===== src/hdl/nde_pkg.sv =====
package nde_pkg;

   localparam logic [3:0] ESCAPE_CODE = 4'h8;

   typedef struct packed {
      logic [7:0] accum;
      logic       high_escape_pending;
      logic       byte_literal_pending;
      logic [3:0] held_nibble;
   } nde_state_type;

   typedef struct packed {
      logic [1:0] count;
      logic [7:0] sample0;
      logic [7:0] sample1;
   } nde_result_type;

   function automatic logic [7:0] add_delta(input logic [7:0] acc, input logic [3:0] nib);
      return acc + {{4{nib[3]}}, nib};
   endfunction

endpackage


===== src/hdl/nde_decode.sv =====
module nde_decode (
   input  nde_pkg::nde_state_type  state_cur,
   input  logic [7:0]              data_byte,
   input  logic                    packet_start,
   output nde_pkg::nde_state_type  state_nxt,
   output nde_pkg::nde_result_type result
);
   import nde_pkg::*;

   nde_state_type st;
   logic [3:0]    hi;
   logic [3:0]    lo;
   logic [7:0]    first;

   assign hi = data_byte[7:4];
   assign lo = data_byte[3:0];

   always_comb begin
      st = state_cur;
      if (packet_start) begin
         st = '0;
      end
      state_nxt = st;
      result    = '0;
      first     = '0;
      if (st.high_escape_pending) begin
         first                         = {st.held_nibble, hi};
         state_nxt.high_escape_pending = 1'b0;
      end else if (!st.byte_literal_pending && hi != ESCAPE_CODE) begin
         first = add_delta(st.accum, hi);
      end

      if (st.high_escape_pending || (!st.byte_literal_pending && hi != ESCAPE_CODE)) begin
         result.sample0 = first;
         if (lo == ESCAPE_CODE) begin
            state_nxt.byte_literal_pending = 1'b1;
            state_nxt.accum                = first;
            result.count                   = 2'd1;
         end else begin
            result.sample1  = add_delta(first, lo);
            state_nxt.accum = result.sample1;
            result.count    = 2'd2;
         end
      end else if (st.byte_literal_pending) begin
         state_nxt.byte_literal_pending = 1'b0;
         state_nxt.accum                = data_byte;
         result.sample0                 = data_byte;
         result.count                   = 2'd1;
      end else begin
         state_nxt.held_nibble         = lo;
         state_nxt.high_escape_pending = 1'b1;
      end
   end

endmodule


===== src/hdl/nibble_delta_decoder_top.sv =====
// Nibble delta decoder: each byte on req_ is decoded high nibble first into
// zero, one or two 8-bit samples on rsp_, with rsp_tlast set on the final
// sample of each byte. An input register feeds the decoder, whose samples go
// into a two-entry result buffer; the byte advances only when that buffer
// can take all of its samples. Bytes yielding two samples are limited by the
// single result port: the next byte loads only as the second sample is taken.
// Bytes yielding zero or one sample can be taken every cycle while rsp_tready
// stays high. req_tuser set first clears accumulator and any pending escape.
module nibble_delta_decoder_top (
   input  logic       clock,
   input  logic       reset,
   input  logic       req_tvalid,
   output logic       req_tready,
   input  logic [7:0] req_tdata,  // [7:0] data_byte
   input  logic       req_tuser,  // [0] packet_start
   output logic       rsp_tvalid,
   input  logic       rsp_tready,
   output logic [7:0] rsp_tdata,  // [7:0] sample
   output logic       rsp_tlast   // last_of_run
);
   import nde_pkg::*;

   logic           in_vld_ff, in_vld_in;
   logic [7:0]     in_byte_ff;
   logic           in_start_ff;
   nde_state_type  state_ff, state_in;
   nde_result_type res;
   logic [1:0]     buf_cnt_ff, buf_cnt_in;
   logic [7:0]     buf_s0_ff, buf_s0_in;
   logic [7:0]     buf_s1_ff, buf_s1_in;
   logic           rsp_take;
   logic           load;
   logic           req_take;

   nde_decode u_decode (
      .state_cur    (state_ff),
      .data_byte    (in_byte_ff),
      .packet_start (in_start_ff),
      .state_nxt    (state_in),
      .result       (res)
   );

   assign rsp_take   = rsp_tvalid && rsp_tready;
   assign load       = in_vld_ff && (buf_cnt_ff == 2'd0 || (buf_cnt_ff == 2'd1 && rsp_take));
   assign req_tready = !in_vld_ff || load;
   assign req_take   = req_tvalid && req_tready;
   assign in_vld_in  = req_take || (in_vld_ff && !load);

   assign rsp_tvalid = buf_cnt_ff != 2'd0;
   assign rsp_tdata  = buf_s0_ff;
   assign rsp_tlast  = buf_cnt_ff == 2'd1;

   always_comb begin
      buf_cnt_in = buf_cnt_ff;
      buf_s0_in  = buf_s0_ff;
      buf_s1_in  = buf_s1_ff;
      if (load) begin
         buf_cnt_in = res.count;
         buf_s0_in  = res.sample0;
         buf_s1_in  = res.sample1;
      end else if (rsp_take) begin
         buf_cnt_in = buf_cnt_ff - 2'd1;
         buf_s0_in  = buf_s1_ff;
      end
   end

   always_ff @(posedge clock) begin
      if (reset) begin
         in_vld_ff  <= 1'b0;
         state_ff   <= '0;
         buf_cnt_ff <= 2'd0;
      end else begin
         in_vld_ff  <= in_vld_in;
         buf_cnt_ff <= buf_cnt_in;
         if (load) begin
            state_ff <= state_in;
         end
      end
   end

   always_ff @(posedge clock) begin
      if (req_take) begin
         in_byte_ff  <= req_tdata;
         in_start_ff <= req_tuser;
      end
      buf_s0_ff <= buf_s0_in;
      buf_s1_ff <= buf_s1_in;
   end

`ifndef SYNTHESIS
   a_cnt_range: assert property (@(posedge clock) disable iff (reset)
      buf_cnt_ff != 2'd3)
      else $error("result buffer count out of range");

   a_flags_exclusive: assert property (@(posedge clock) disable iff (reset)
      !(state_ff.high_escape_pending && state_ff.byte_literal_pending))
      else $error("both escape flags set");

   a_second_follows: assert property (@(posedge clock) disable iff (reset)
      rsp_take && buf_cnt_ff == 2'd2 |=> rsp_tvalid && buf_cnt_ff == 2'd1)
      else $error("second sample of item lost");

   a_load_count: assert property (@(posedge clock) disable iff (reset)
      load |=> buf_cnt_ff == $past(res.count))
      else $error("result buffer count not loaded");

   a_hold_input: assert property (@(posedge clock) disable iff (reset)
      in_vld_ff && !load |=> in_vld_ff && $stable(in_byte_ff))
      else $error("pending item dropped");
`endif

endmodule

===== config.mk =====
export PLATFORM = sky130hd
export DESIGN_NAME = nibble_delta_decoder_top
export DESIGN_NICKNAME = d
export VERILOG_FILES = /design/src/hdl/nde_pkg.sv /design/src/hdl/nde_decode.sv /design/src/hdl/nibble_delta_decoder_top.sv
export SDC_FILE = /design/constraint.sdc
export NUM_CORES = 1
export LEC_CHECK = 0
export ABC_CLOCK_PERIOD_IN_PS = 10100
export BUFFER_PORTS_ARGS = -buffer_cell sky130_fd_sc_hd__buf_4
export CAP_MARGIN = 20
export CORE_MARGIN = 8
export CORE_UTILIZATION = 55
export CTS_BUF_LIST = sky130_fd_sc_hd__clkbuf_4 sky130_fd_sc_hd__clkbuf_8
export DETAILED_ROUTE_END_ITERATION = 8
export HOLD_SLACK_MARGIN = 0.05
export PLACE_DENSITY = 0.75
export SYNTH_ARGS = -nofsm -noshare
export SYNTH_HDL_FRONTEND = slang
export SYNTH_SLANG_ARGS = --single-unit

===== constraint.sdc =====
create_clock -name clock -period 10.1 [get_ports clock]
set_input_delay 0 -clock clock [delete_from_list [all_inputs] [get_ports clock]]
set_output_delay 0 -clock clock [all_outputs]
set_load 0.01 [all_outputs]

==> impl_metrics.prom <==
# TYPE chip_impl_metric gauge
chip_impl_metric{name="post_cts.repair.setup_buffers",unit=""} 0
chip_impl_metric{name="antenna_cells",unit=""} 0
chip_impl_metric{name="arrival",unit="ns"} 4.41
chip_impl_info{name="mostFrequentLayoutCell",value="sky130_fd_sc_hd__nand2_1"} 1
chip_impl_metric{name="clkSinkCount",unit=""} 42
chip_impl_metric{name="finalHoldViolCount",unit=""} 0
chip_impl_metric{name="number_of_nets_at_the_end_of_the_flow",unit=""} 345
chip_impl_metric{name="die_width",unit="µm"} 85.3
chip_impl_metric{name="worstMarginPinSlew",unit="ns"} 0.910
chip_impl_metric{name="core_region_area",unit="µm²"} 4690
chip_impl_metric{name="max-vdd-ir-drop",unit="µV"} 94.8
chip_impl_metric{name="dpl_worst_slack",unit="ns"} 5.97
chip_impl_metric{name="net-switching-power",unit="mW"} 0.189
chip_impl_metric{name="critPathMaxStageDelay",unit="ns"} 0.65
chip_impl_metric{name="share_seq_of_total_power",unit="%"} 42.9
chip_impl_metric{name="floorplan.die.height",unit="µm"} 85.3
chip_impl_metric{name="postCtsResizedCells",unit=""} 0
chip_impl_metric{name="number_of_antenna_violations_at_the_first_check_in_global_routing",unit=""} 0
chip_impl_metric{name="gr-total-overflow",unit=""} 0
chip_impl_metric{name="synth_seq_cells",unit=""} 42
chip_impl_metric{name="sum_of_negative_setup_slack",unit="ns"} 0
chip_impl_metric{name="internal_power",unit="mW"} 0.357
chip_impl_metric{name="cts_made_buffers",unit=""} 5
chip_impl_metric{name="synth_simple_gate_area_share",unit="%"} 19.8
chip_impl_metric{name="drcViolationCount",unit=""} 0
chip_impl_metric{name="drv.max_cap_violation_count",unit=""} 0
chip_impl_metric{name="syn_area",unit="µm²"} 2640
chip_impl_info{name="mostFrequentLayoutCells",value="sky130_fd_sc_hd__nand2_1, sky130_fd_sc_hd__buf_4, sky130_fd_sc_hd__edfxtp_1"} 1
chip_impl_metric{name="gp_congestion",unit=""} 0.918
chip_impl_metric{name="worst_skew_pair.late_latency",unit="ns"} 0.30
chip_impl_metric{name="place.detailed.hpwl",unit="µm"} 4570
chip_impl_metric{name="max-clock-path-buffers",unit=""} 2
chip_impl_metric{name="clock.fmax",unit="MHz"} 238
chip_impl_metric{name="cts_htree_levels",unit=""} 2
chip_impl_metric{name="yosys_warnings",unit=""} 0
chip_impl_metric{name="io-pin-count",unit=""} 24
chip_impl_info{name="run_status",value="complete, no violations"} 1
chip_impl_metric{name="part_of_the_yosys_area_used_for_sequential_elements",unit="%"} 41.3
chip_impl_metric{name="area_growth_syn_to_layout",unit="%"} 15.5
chip_impl_metric{name="port-buffer-count",unit=""} 23
chip_impl_metric{name="post_synth_inst_count",unit=""} 281
chip_impl_metric{name="dieArea",unit="µm²"} 7280
chip_impl_metric{name="power.share.switching",unit="%"} 34.6
chip_impl_metric{name="yosys.area_share.adder",unit="%"} 9.10
chip_impl_metric{name="total_power_per_unit_cell_area",unit="nW/µm²"} 179
chip_impl_metric{name="finClkSkew",unit="ns"} 0.00632
chip_impl_metric{name="ys_async_sr_fraction",unit="%"} 0
chip_impl_metric{name="layout-drive-gt1-share",unit="%"} 14.9
chip_impl_metric{name="combPwrFrac",unit="%"} 37.2
chip_impl_info{name="critical_path_cell_list",value="nor2b_1, ha_1, fa_1, a21oi_1, o21bai_1, xnor2_1, o31ai_1, ha_1, nor3_1, o21bai_1, o41a_1, mux2_4, or3b_1, a311oi_1"} 1
chip_impl_info{name="cts_root_buf",value="sky130_fd_sc_hd__clkbuf_8"} 1
chip_impl_metric{name="wirelength",unit="µm"} 6430
chip_impl_metric{name="rows",unit=""} 25
chip_impl_info{name="yosys_most_used_dff",value="sky130_fd_sc_hd__edfxtp_1"} 1
chip_impl_metric{name="p_leak",unit="nW"} 1.16
chip_impl_metric{name="worst-path-max-fanout",unit=""} 15
chip_impl_metric{name="maxSlewViolCount",unit=""} 0
chip_impl_info{name="slowest_stage",value="sky130_fd_sc_hd__edfxtp_1"} 1
chip_impl_metric{name="required",unit="ns"} 10.31
chip_impl_info{name="synth_top_family_by_area",value="compound AO/OA/AOI/OAI gates"} 1
chip_impl_metric{name="post_drt_wl_per_cell",unit="µm"} 17.4
chip_impl_metric{name="final.min_clock_period",unit="ns"} 4.20
chip_impl_info{name="cts_tree",value="built"} 1
chip_impl_metric{name="drtPass1Iterations",unit=""} 5
chip_impl_metric{name="grt_usage",unit="%"} 18.4
chip_impl_metric{name="synth_compound_area_share",unit="%"} 21.5
chip_impl_info{name="cp-start-kind",value="register"} 1
chip_impl_metric{name="synth-xor-area-share",unit="%"} 2.98
chip_impl_metric{name="clockPowerShare",unit="%"} 19.9
chip_impl_metric{name="synthMuxAreaShare",unit="%"} 1.80
chip_impl_metric{name="initial_utilization",unit="%"} 56.3
chip_impl_metric{name="synth_edf_count",unit=""} 25
chip_impl_metric{name="reg2reg_slack",unit="ns"} 5.90
chip_impl_info{name="class_of_the_worst_hold_path",value="in -> reg"} 1
chip_impl_metric{name="grt_max_degree",unit=""} 32
chip_impl_metric{name="drtIter0Drc",unit=""} 266
chip_impl_metric{name="setup_ws",unit="ns"} 5.90
chip_impl_metric{name="synth.lib_cells_used.distinct",unit=""} 55
chip_impl_metric{name="cts.reportedPaths.clkPinSlew",unit="ns"} 0.09
chip_impl_metric{name="number_of_nets_with_antenna_violations_after_routing",unit=""} 0
chip_impl_metric{name="setup-violations-final",unit=""} 0
chip_impl_metric{name="crit_share_post_route",unit="%"} 41.5
chip_impl_metric{name="grt_pass1_wl",unit="µm"} 10800
chip_impl_metric{name="syn_nets",unit=""} 312
chip_impl_metric{name="syn-mean-instance-area",unit="µm²"} 9.40
chip_impl_metric{name="dr_total_vias",unit=""} 2327
chip_impl_metric{name="drt-vias-per-instance",unit=""} 6.31
chip_impl_metric{name="relSlewSlack",unit="%"} 38.7
chip_impl_metric{name="first_global_vias",unit=""} 2202
chip_impl_info{name="endpoint_kind",value="register"} 1
chip_impl_info{name="crit_type",value="reg -> reg"} 1
chip_impl_info{name="setup_repair_after_global_routing_missed_its_margin",value="false"} 1
through the flow:
step	hold slack [ns]	instances	util, %	power (mW)	instance area, µm²
finish	0.285	369	65.0	0.546	3050
floorplan	0.0989	281	-	0.381	2640
CTS	0.305	369	65.0	0.545	3050
global placement	0.178	349	60.6	0.430	2850
global route	0.322	369	65.0	0.581	3050
detailed placement	0.180	349	60.6	0.435	2850
sequential cells by signal, indices dropped and copies added (netlist names):
register,cells
rsp_tdata,8
in_start_ff,1
state_ff,14
in_vld_ff,1
in_byte_ff,8
buf_s1_ff,8
buf_cnt_ff,2
synthesized netlist by cell type, types with 4 or more instances:
library cell | instances | area (µm²)
sky130_fd_sc_hd__nand2_1 | 28 | 105
sky130_fd_sc_hd__edfxtp_1 | 25 | 751
sky130_fd_sc_hd__a21oi_1 | 23 | 115
sky130_fd_sc_hd__nor2_1 | 23 | 86.3
sky130_fd_sc_hd__o21ai_0 | 20 | 100
sky130_fd_sc_hd__dfxtp_1 | 17 | 340
sky130_fd_sc_hd__ha_1 | 16 | 200
sky130_fd_sc_hd__a211oi_1 | 13 | 97.6
sky130_fd_sc_hd__nor2b_1 | 11 | 68.8
sky130_fd_sc_hd__inv_1 | 8 | 30.0
sky130_fd_sc_hd__nand3_1 | 8 | 40.0
sky130_fd_sc_hd__nor3_1 | 8 | 40.0
sky130_fd_sc_hd__xnor2_1 | 8 | 70.1
sky130_fd_sc_hd__and2_1 | 6 | 37.5
sky130_fd_sc_hd__clkbuf_1 | 5 | 18.8
sky130_fd_sc_hd__a221o_1 | 4 | 40.0
sky130_fd_sc_hd__o21bai_1 | 4 | 30.0
final timing paths:
| kind | to | depth (start not counted) | start |
|---|---|---|---|
| setup / recovery | state_ff[13] | 14 | in_start_ff |
| hold reg to reg | state_ff[1] | 2 | state_ff[1] |
| setup reg to reg | state_ff[13] | 14 | in_start_ff |
| hold / removal | buf_cnt_ff[1] | 3 | rsp_tready |
routing by layer:
layer	up-vias	track usage (%)	share of wire, %
met2	99	28.6	46
met1	1100	23.9	44
met3	16	4.44	6.7
met4	0	7.48	2.7
li1	1112	-	-
met5	-	0	0
critical path, delay by kind of cell (launching register included):
family,cells,cell delay (ns)
xor+xnor,1,0.15
flops,1,0.65
fa+ha+maj,3,1.04
mux,1,0.32
compound gates,6,1.30
simple gates,3,0.64
kinds of logic after synthesis:
logic type,Yosys count
compound gates,85
flops,42
fa+ha+maj,18
mux,4
simple gates,103
xor+xnor,9
buf+inv,20
power groups by stage:
stage	Clock, mW	Sequential (mW)	Combinational (mW)
6_report	0.109	0.234	0.203
3_3_place_gp	0	0.237	0.193
2_1_floorplan	0	0.235	0.146
3_5_place_dp	0	0.238	0.197
4_1_cts	0.108	0.234	0.203
5_1_grt	0.118	0.237	0.226
area by class of cell:
| cell class | count | area, µm² |
|---|---|---|
| Clock buffer | 5 | 68.8 |
| Clock inverter | 3 | 16.3 |
| Fill cell | 382 | 1640 |
| Inverter | 8 | 30.0 |
| Multi-Input combinational cell | 219 | 1460 |
| Sequential cell | 42 | 1090 |
| Tap cell | 54 | 67.6 |
| Timing Repair Buffer | 38 | 315 |
what timing repair did:
item	in CTS	in global routing
endpoints found under the setup margin	0	0
hold endpoints to repair	26	0
hold buffers	12	0
No activity file was read; power rests on OpenSTA's default activity.
